===== src/rtl/crz_pkg.sv =====
// Shared constants, types and lookup functions for the ternary crazy-op pipeline.
// No dependencies; used by the interfaces, crz_stage and ternary_crazy_op.
package crz_pkg;

	localparam int TRIT_COUNT  = 10;
	localparam int WORD_W      = 16;
	// each stage peels two trits (one base-9 digit)
	localparam int STAGE_COUNT = (TRIT_COUNT + 1) / 2;

	// floor(x / 9) == (x * DIV9_MUL) >> DIV9_SHIFT, exact for any 16-bit x
	localparam logic [WORD_W-1:0] DIV9_MUL   = 16'd58255;
	localparam int                DIV9_SHIFT = 19;

	typedef logic [WORD_W-1:0] word_t;
	typedef logic [1:0]        trit_t;
	typedef logic [3:0]        digit9_t;

	typedef struct packed {
		word_t   acc;
		word_t   mem;
		word_t   sum;
		digit9_t pend;
	} crz_lane_t;

	// result trit, indexed by memory trit and accumulator trit
	function automatic trit_t crz_trit(input trit_t tm, input trit_t ta);
		trit_t t;
		case ({tm, ta})
			4'b00_00: t = 2'd1;
			4'b00_01: t = 2'd0;
			4'b00_10: t = 2'd0;
			4'b01_00: t = 2'd1;
			4'b01_01: t = 2'd0;
			4'b01_10: t = 2'd2;
			4'b10_00: t = 2'd2;
			4'b10_01: t = 2'd2;
			4'b10_10: t = 2'd1;
			default:  t = 2'd0;
		endcase
		return t;
	endfunction

	// split a base-9 digit into {high trit, low trit}
	function automatic logic [3:0] split9(input digit9_t r);
		logic [3:0] hl;
		case (r)
			4'd0:    hl = {2'd0, 2'd0};
			4'd1:    hl = {2'd0, 2'd1};
			4'd2:    hl = {2'd0, 2'd2};
			4'd3:    hl = {2'd1, 2'd0};
			4'd4:    hl = {2'd1, 2'd1};
			4'd5:    hl = {2'd1, 2'd2};
			4'd6:    hl = {2'd2, 2'd0};
			4'd7:    hl = {2'd2, 2'd1};
			4'd8:    hl = {2'd2, 2'd2};
			default: hl = {2'd0, 2'd0};
		endcase
		return hl;
	endfunction

	// 9**k modulo 2**WORD_W
	function automatic word_t pow9(input int k);
		word_t p;
		p = word_t'(1);
		for (int i = 0; i < k; i++) begin
			p = word_t'(p * word_t'(9));
		end
		return p;
	endfunction

	// largest value the result can take
	function automatic word_t result_max();
		longint p;
		p = 1;
		for (int i = 0; i < TRIT_COUNT; i++) begin
			if (p <= 65536) begin
				p = p * 3;
			end
		end
		if (p > 65536) begin
			p = 65536;
		end
		return word_t'(p - 1);
	endfunction

	localparam word_t RESULT_MAX = result_max();

endpackage


===== src/rtl/crz_if.sv =====
// Valid/ready channel interfaces for operand pairs and results.
// Depends on crz_pkg for the word width.
interface crz_in_if import crz_pkg::*; ();
	logic  valid;
	logic  ready;
	word_t acc_word;
	word_t mem_word;

	modport source(output valid, output acc_word, output mem_word, input ready);
	modport sink(input valid, input acc_word, input mem_word, output ready);
endinterface

interface crz_out_if import crz_pkg::*; ();
	logic  valid;
	logic  ready;
	word_t result_word;

	modport source(output valid, output result_word, input ready);
	modport sink(input valid, input result_word, output ready);
endinterface


===== src/rtl/crz_stage.sv =====
// One pipeline stage: divide both operands by nine, map the two trit pairs
// through the crazy table, and fold in the previous stage's digit. Uses crz_pkg.
module crz_stage import crz_pkg::*; (
	input  logic      clk,
	input  logic      arst_n,
	input  logic      en,
	input  logic      hi_en,
	input  word_t     pend_weight,
	input  logic      vld_in,
	input  crz_lane_t lane_in,
	output logic      vld,
	output crz_lane_t lane
);

	logic [2*WORD_W-1:0] prod_a, prod_m;
	word_t               q_a, q_m, r_a, r_m;
	logic [3:0]          hl_a, hl_m;
	trit_t               d_lo, d_hi;
	digit9_t             pair;
	word_t               fold;
	crz_lane_t           nxt;
	logic                vld_s1;
	crz_lane_t           lane_s1;

	assign prod_a = (2*WORD_W)'(lane_in.acc) * (2*WORD_W)'(DIV9_MUL);
	assign prod_m = (2*WORD_W)'(lane_in.mem) * (2*WORD_W)'(DIV9_MUL);
	assign q_a    = WORD_W'(prod_a >> DIV9_SHIFT);
	assign q_m    = WORD_W'(prod_m >> DIV9_SHIFT);
	assign r_a    = lane_in.acc - ((q_a << 3) + q_a);
	assign r_m    = lane_in.mem - ((q_m << 3) + q_m);
	assign hl_a   = split9(r_a[3:0]);
	assign hl_m   = split9(r_m[3:0]);
	assign d_lo   = crz_trit(hl_m[1:0], hl_a[1:0]);
	// drop the upper trit when the word has an odd trit count
	assign d_hi   = hi_en ? crz_trit(hl_m[3:2], hl_a[3:2]) : 2'd0;
	assign pair   = digit9_t'(d_lo) + digit9_t'({d_hi, 1'b0}) + digit9_t'(d_hi);
	assign fold   = WORD_W'(word_t'(lane_in.pend) * pend_weight);

	always_comb begin
		nxt.acc  = q_a;
		nxt.mem  = q_m;
		nxt.sum  = lane_in.sum + fold;
		nxt.pend = pair;
	end

	always_ff @(posedge clk or negedge arst_n) begin
		if (!arst_n) begin
			vld_s1 <= 1'b0;
		end else if (en) begin
			vld_s1 <= vld_in;
		end
	end

	always_ff @(posedge clk) begin
		if (en) begin
			lane_s1 <= nxt;
		end
	end

	assign vld  = vld_s1;
	assign lane = lane_s1;

endmodule


===== src/rtl/ternary_crazy_op.sv =====
// Top level of the ternary crazy-op pipeline: input channel, divide stages, output register.
// Depends on crz_pkg, crz_in_if / crz_out_if and crz_stage.
//
// Takes an operand pair (acc_word, mem_word), each read as TRIT_COUNT base-3 digits,
// and returns result_word whose trits come from the crazy table indexed by memory
// and accumulator trit. One item is accepted every cycle unless a result held by the
// sink stalls the whole pipeline; each result passes through one registered stage per
// divide-by-nine step on both operands, then the final add into the output register.
// Nothing is dropped or repeated. No state is kept between items and no configuration.
module ternary_crazy_op import crz_pkg::*; (
	input  logic       clk,
	input  logic       arst_n,
	crz_in_if.sink     operand,
	crz_out_if.source  result
);

	logic      en;
	logic      vld  [STAGE_COUNT+1];
	crz_lane_t lane [STAGE_COUNT+1];
	word_t     last_fold;
	logic      rvld_s1;
	word_t     result_s1;

	// advance everything whenever the output register is free or being drained
	assign en            = !rvld_s1 || result.ready;
	assign operand.ready = en;

	assign vld[0]       = operand.valid;
	assign lane[0].acc  = operand.acc_word;
	assign lane[0].mem  = operand.mem_word;
	assign lane[0].sum  = '0;
	assign lane[0].pend = '0;

	for (genvar k = 0; k < STAGE_COUNT; k++) begin : g_stage
		crz_stage u_stage (
			.clk        (clk),
			.arst_n     (arst_n),
			.en         (en),
			.hi_en      ((2*k + 1) < TRIT_COUNT),
			.pend_weight((k == 0) ? word_t'(0) : pow9(k - 1)),
			.vld_in     (vld[k]),
			.lane_in    (lane[k]),
			.vld        (vld[k+1]),
			.lane       (lane[k+1])
		);
	end

	assign last_fold = WORD_W'(word_t'(lane[STAGE_COUNT].pend) * pow9(STAGE_COUNT - 1));

	always_ff @(posedge clk or negedge arst_n) begin
		if (!arst_n) begin
			rvld_s1 <= 1'b0;
		end else if (en) begin
			rvld_s1 <= vld[STAGE_COUNT];
		end
	end

	always_ff @(posedge clk) begin
		if (en) begin
			result_s1 <= lane[STAGE_COUNT].sum + last_fold;
		end
	end

	assign result.valid       = rvld_s1;
	assign result.result_word = result_s1;

	a_result_range: assert property (@(posedge clk) disable iff (!arst_n)
		rvld_s1 |-> result_s1 <= RESULT_MAX)
		else $error("result word out of range");

	a_enter_first: assert property (@(posedge clk) disable iff (!arst_n)
		operand.valid && operand.ready |=> vld[1])
		else $error("accepted item missing from first stage");

	a_stall_hold: assert property (@(posedge clk) disable iff (!arst_n)
		!en |=> $stable(vld[1]) && $stable(vld[STAGE_COUNT]) && $stable(rvld_s1))
		else $error("pipeline moved during stall");

	a_stall_ready: assert property (@(posedge clk) disable iff (!arst_n)
		rvld_s1 && !result.ready |-> !operand.ready)
		else $error("input taken while output blocked");

	a_drain_last: assert property (@(posedge clk) disable iff (!arst_n)
		vld[STAGE_COUNT] && en |=> rvld_s1)
		else $error("last stage item lost before output register");

endmodule


===== src/flat_wrapper.sv =====
// flat-port wrapper written by rule: the top's interface ports become plain ports
module ternary_crazy_op_flat import crz_pkg::*;
  (clk, arst_n, operand_valid, operand_acc_word, operand_mem_word, operand_ready, result_valid, result_result_word, result_ready);
  crz_in_if operand_i ();
  crz_out_if result_i ();
  input  logic clk;
  input  logic arst_n;
  input wire logic [$bits(operand_i.valid)-1:0] operand_valid;
  input wire logic [$bits(operand_i.acc_word)-1:0] operand_acc_word;
  input wire logic [$bits(operand_i.mem_word)-1:0] operand_mem_word;
  output wire logic [$bits(operand_i.ready)-1:0] operand_ready;
  output wire logic [$bits(result_i.valid)-1:0] result_valid;
  output wire logic [$bits(result_i.result_word)-1:0] result_result_word;
  input wire logic [$bits(result_i.ready)-1:0] result_ready;
  assign operand_i.valid = operand_valid;
  assign operand_i.acc_word = operand_acc_word;
  assign operand_i.mem_word = operand_mem_word;
  assign operand_ready = operand_i.ready;
  assign result_valid = result_i.valid;
  assign result_result_word = result_i.result_word;
  assign result_i.ready = result_ready;
  ternary_crazy_op u_core (.clk(clk), .arst_n(arst_n), .operand(operand_i), .result(result_i));
endmodule

===== config.mk =====
export PLATFORM = sky130hd
export DESIGN_NAME = ternary_crazy_op_flat
export DESIGN_NICKNAME = d
export VERILOG_FILES = /design/src/rtl/crz_pkg.sv /design/src/rtl/crz_if.sv /design/src/rtl/crz_stage.sv /design/src/rtl/ternary_crazy_op.sv /design/src/flat_wrapper.sv
export SDC_FILE = /design/constraint.sdc
export NUM_CORES = 1
export LEC_CHECK = 0
export ABC_AREA = 1
export BUFFER_PORTS_ARGS = -buffer_cell sky130_fd_sc_hd__buf_4
export CORE_ASPECT_RATIO = 2
export CORE_MARGIN = 2
export CORE_UTILIZATION = 50
export DETAILED_ROUTE_END_ITERATION = 10
export HOLD_SLACK_MARGIN = 0.15
export PLACE_DENSITY = 0.64
export SYNTH_ARGS = -nofsm -noshare
export SYNTH_HDL_FRONTEND = slang
export SYNTH_SLANG_ARGS = --single-unit

===== constraint.sdc =====
create_clock -name clk -period 19.3 [get_ports clk]
set_clock_uncertainty 0.15 [all_clocks]
set_input_delay 1.93 -clock clk [delete_from_list [all_inputs] [get_ports clk]]
set_output_delay 1.93 -clock clk [all_outputs]
set_load 0.02 [all_outputs]

* Yosys cells after proc, flatten, opt, wreduce, memory -nomap -nowiden
Memories as Yosys holds them, arrays and structs flattened.
Cells that the tools add are included.
** Operators by class
- Bitwise logic cells :: 0
- Magnitude comparators :: 0
- Reduce and logical (&&, ||, !) cells :: 2
- $add $sub $neg :: 34
- Divide/modulo/power cells :: 0
- Shifts and indexed selects :: 0
- Equality and inequality tests :: 0
- Multiply operators :: 14
- Mux-type cells :: 0
** Operators with widths (number)
- multiplier 16 x 16 -> 32 bit (second input constant) :: 2
- multiplier 13 x 16 -> 29 bit (second input constant) :: 2
- multiplier 10 x 16 -> 26 bit (second input constant) :: 2
- multiplier 7 x 16 -> 23 bit (second input constant) :: 2
- adder 4 bit :: 10
- multiplier 4 x 16 -> 20 bit (second input constant) :: 2
- subtractor 4 bit :: 10
- adder 2 x 3 -> 4 bit :: 5
- adder 4 x 2 -> 4 bit :: 5
- adder 16 x 11 -> 16 bit :: 1
- adder 16 x 14 -> 16 bit :: 1
- adder 16 bit :: 1
- multiplier 4 x 13 -> 16 bit (second input constant) :: 1
- multiplier 4 x 10 -> 14 bit (second input constant) :: 1
- multiplier 4 x 7 -> 11 bit (second input constant) :: 1
- adder 4 x 8 -> 9 bit :: 1
- multiplier 4 x 4 -> 8 bit (second input constant) :: 1
- zero test 1 bit :: 1
- logical OR 1 bit :: 1
** Word-level totals
- Latch bits :: 0
- Memory bits (writable) :: 0
- Bits in read-only memories :: 960
- Flip-flop bits (word level) :: 162
- Input bits :: 36
- Output and inout port bits :: 18
- Memories kept :: 20
- Word-level logic and storage cells :: 94
** Memories
- (no name shown) :: words 16, width 4, read ports 1, clocked after Yosys merged registers in 0, write ports 0, line crz_pkg.sv:46 : case (r)
- (no name shown) :: words 16, width 4, read ports 1, clocked after Yosys merged registers in 0, write ports 0, line crz_pkg.sv:46
- (no name shown) :: words 16, width 4, read ports 1, clocked after Yosys merged registers in 0, write ports 0, line crz_pkg.sv:46
- (no name shown) :: words 16, width 4, read ports 1, clocked after Yosys merged registers in 0, write ports 0, line crz_pkg.sv:46
- (no name shown) :: words 16, width 4, read ports 1, clocked after Yosys merged registers in 0, write ports 0, line crz_pkg.sv:46
- (no name shown) :: words 16, width 4, read ports 1, clocked after Yosys merged registers in 0, write ports 0, line crz_pkg.sv:46
- 14 more memories

* Logic depth before layout (Yosys ltp)
An unclocked memory read counts as a cell.
- Depth after elaboration :: 7
- Depth in mapped cells :: 40

* Hierarchy
A second synthesis with hierarchy kept.
** Second synthesis, totals
- Cell total of the unflattened synthesis :: 7314
- Area total of the unflattened synthesis :: 65062.4 µm²
** By module, submodules not included
- crz_stage at u_core.g_stage[3].u_stage :: times used 1, cells an instance 1433, area an instance 12823.5 µm², seq. area each 1406.3 µm²
- crz_stage at u_core.g_stage[4].u_stage :: times used 1, cells an instance 1437, area an instance 12713.4 µm², seq. area each 1406.3 µm²
- crz_stage at u_core.g_stage[1].u_stage :: times used 1, cells an instance 1433, area an instance 12662.1 µm², seq. area each 1406.3 µm²
- crz_stage at u_core.g_stage[2].u_stage :: times used 1, cells an instance 1396, area an instance 12559.5 µm², seq. area each 1406.3 µm²
- crz_stage at u_core.g_stage[0].u_stage :: times used 1, cells an instance 1391, area an instance 12540.8 µm², seq. area each 1406.3 µm²
- ternary_crazy_op :: times used 1, cells an instance 224, area an instance 1762.9 µm², seq. area each 505.5 µm²

* Worst setup path before layout
No wires, ideal clock.
- Kind :: input to register
- Start :: input port operand_mem_word[3]
- End :: register u_core.g_stage[0].u_stage.lane_s1 (netlist bit u_core.g_stage[0].u_stage.lane[2]) (data pin)
- Slack :: 9.970 ns
- Stages :: 33
- Arrival :: 8.911 ns
- Setup time :: 0.269 ns
- Path through :: fa_1 ha_1 inv_1 fa_1 inv_1 fa_1 inv_1 fa_1 fa_1 inv_1 ha_1 nand2_1 nor4_1 nand2_1 nand3_1 nand2_1 ha_1 inv_1 ha_1 nor2_1 fa_1 inv_1 ha_1 o21ai_0 nand2_1 inv_1 nand2_1 nor2_1 nor2_1 fa_1 inv_1 ha_1 fa_1
** RTL lines
- start, declared :: line flat_wrapper.sv:10 : input wire logic [$bits(operand_i.mem_word)-1:0] operand_mem_word;
- end signal, assigned :: line crz_stage.sv:56 : lane_s1 <= nxt;
- end, declared :: line crz_stage.sv:23 : crz_lane_t lane_s1;

==> results.json <==
{
  "grt_use_met1_pct": 17.8,
  "avgRoutedWirePerCell_um": 15.6,
  "status": "completed",
  "finalNetCount": 5407,
  "via_per_inst": 5.13,
  "synth-seq-cells": 149,
  "clock.fmax_mhz": 105,
  "die_height_um": 379,
  "yosys_warnings": 0,
  "slew_headroom_pct": 40.2,
  "fin_ws_ns": 9.77,
  "cts_max_path_buffers": 2,
  "ys.flop_type": "edfxtp_1",
  "diodes": 0,
  "hold_buffers": 0,
  "preCtsSetupSlack_ns": 9.31,
  "synthArstFlopShare_pct": 4.03,
  "drt_iter0_markers": 766,
  "seq_area_frac_synth_pct": 12.7,
  "die_w_um": 191,
  "maxCapViolCount": 0,
  "drive_gt1_share_pct": 4.01,
  "insertion_delay_ns": 0.48,
  "syn_inst": 4033,
  "synth.cell_area_um2": 35100,
  "initial_utilization_pct": 50.5,
  "rr_worst_depth": 34,
  "setup_viol": 0,
  "utilization_pct": 53.5,
  "synth_edf_count": 143,
  "cts_sinks": 149,
  "ios": 54,
  "root_buffer": "clkbuf_16",
  "first_pass_iters": 5,
  "drc_errors": 0,
  "grt_max_degree": 67,
  "worstSetupPathType": "in2reg",
  "vias": 25767,
  "hpwl_mm": 70.5,
  "startpoint": "operand_acc_word[1]",
  "finalHoldViolations": 0,
  "r2r_end": "u_core.g_stage[2].u_stage.lane[2]",
  "syn_area_per_cell_um2": 8.71,
  "coreArea_um2": 69600,
  "slowest_stage": "fa_1",
  "crit_arrival_ns": 9.59,
  "cts_buffers": 17,
  "required_ns": 19.36,
  "period_needed_ns": 9.53,
  "num_rows": 137,
  "maxSlewViolCount": 0,
  "cts_tree": "done",
  "gr-usage-met3_pct": 1.31,
  "grt_use_met2_pct": 50.4,
  "htree_num_levels": 4,
  "worstHoldStart": "u_core.g_stage[0].u_stage.lane[1]",
  "first_global_vias": 28450,
  "reg2reg_from": "u_core.g_stage[1].u_stage.lane[27]",
  "grt_setup_unrepaired": "false",
  "netlist-cell-type-count": 45,
  "overflow": 0,
  "gp_congestion": 0.900,
  "port_buffers": 53,
  "fillers": 6654,
  "tightestPinTransition_ns": 0.897,
  "globalRouteTotalUtil_pct": 22.6,
  "dieArea_um2": 72500,
  "hold_depth": 0,
  "setup_tns_ns": 0,
  "antenna_left": 0,
  "hold_class": "reg2reg",
  "min_to": "u_core.g_stage[1].u_stage.lane[5]",
  "critPathLaunchType": "primary input",
  "rrSetupSlack_ns": 11.07,
  "crit_path_max_incr_delay_ns": 0.54,
  "path_max_fanout": 6,
  "timing.final.crit_share_pct": 49.4,
  "grt_most_used_layer": "met2",
  "routed_wl_mm": 78.1,
  "antenna_found_initial": 0,
  "post_cts_buffers": 0,
  "clkSlewWorstSetupHoldPaths_ns": 0.07,
  "grt_pass1_wl_mm": 129,
  "synth.net_count": 5334,
  "area_growth_pct": 6.13,
  "cts_resized": 0,
  "end_kind": "flop"
}
[final cells by class]
class / instances / area [um2] / area share [%]
Sequential cell: 149 / 4440 / 11.9
Multi-Input combinational cell: 2841 / 26800 / 71.8
Clock buffer: 17 / 425 / 1.14
Timing Repair Buffer: 55 / 413 / 1.11
Clock inverter: 15 / 180 / 0.483
Tap cell: 903 / 1130 / 3.03
Inverter: 1042 / 3910 / 10.5
[registers in the layout, summed over array words and instances, names as in the netlist]
name                         cells
u_core.g_stage.u_stage.vld       5
u_core.result.result_word       16
u_core.result.valid              1
u_core.g_stage.u_stage.lane    127
[synth_stat cells, types with 28 or more instances]
cell type | count | share of area (%)
nand2_2 | 28 | 0.50
a21oi_1 | 195 | 2.8
xnor2_1 | 56 | 1.4
fa_1 | 402 | 23
o21ai_0 | 91 | 1.3
nand4_1 | 37 | 0.66
nand3_1 | 137 | 2.0
inv_1 | 1036 | 11
xor2_1 | 80 | 2.0
ha_1 | 863 | 31
nand2_1 | 610 | 6.5
edfxtp_1 | 143 | 12
nor2_1 | 172 | 1.8
[layout by cell type (no fill, tap or decap), types with 21 or more instances in the layout]
master,instances
ha_1,863
xnor2_1,56
nand3_1,137
buf_4,55
inv_1,1036
nor2_1,172
nand4_1,37
edfxtp_1,143
a21oi_1,195
o21ai_0,91
nand2_2,28
fa_1,402
xor2_1,80
nand2_1,609
nor3_1,21
[kinds of logic (layout without fill, tap and decap cells)]
group	Yosys count	in the layout	synth area share, %
AO/OA/AOI/OAI	377	377	6.05
XOR/XNOR	136	136	3.39
adder cells (fa/ha/maj)	1265	1265	53.7
buffers and inverters	1043	1129	11.1
flip-flops	149	149	12.7
multiplexers	9	9	0.257
AND/OR/NAND/NOR	1054	1054	12.8
[how the worst max path moves through the flow]
stage	endpoint	slack, ns
after floorplan	u_core.g_stage[0].u_stage.lane[2]	9.97
after global placement	u_core.g_stage[0].u_stage.lane[2]	9.37
after detailed placement	u_core.g_stage[0].u_stage.lane[2]	9.31
after CTS	u_core.g_stage[0].u_stage.lane[2]	9.80
after global routing	u_core.g_stage[0].u_stage.lane[2]	9.26
final	u_core.g_stage[0].u_stage.lane[2]	9.77
[per-stage QoR]
step	hold slack, ns	std cells	area, um2
after floorplan	0.250	4033	35100
after global placement	0.255	4990	36700
after detailed placement	0.259	4990	36700
after CTS	0.273	5022	37300
after global routing	0.276	5022	37300
final	0.270	5022	37300
[worst max-delay path: cells and delay by family]
kind / cells / cell delay, ns
buf+inv: 9 / 0.63
simple gates: 9 / 0.88
compound gates: 4 / 0.60
fa+ha+maj: 14 / 5.53
[metal layers]
| layer | wire length [um] | share of wire [%] |
|---|---|---|
| met1 | 24100 | 31 |
| met2 | 48200 | 62 |
| met3 | 783 | 1.0 |
| met4 | 5050 | 6.5 |
| met5 | 0 | 0 |
Power is not shown: default switching activity piles up to over one toggle a cycle in this logic, so the estimate is an artifact.
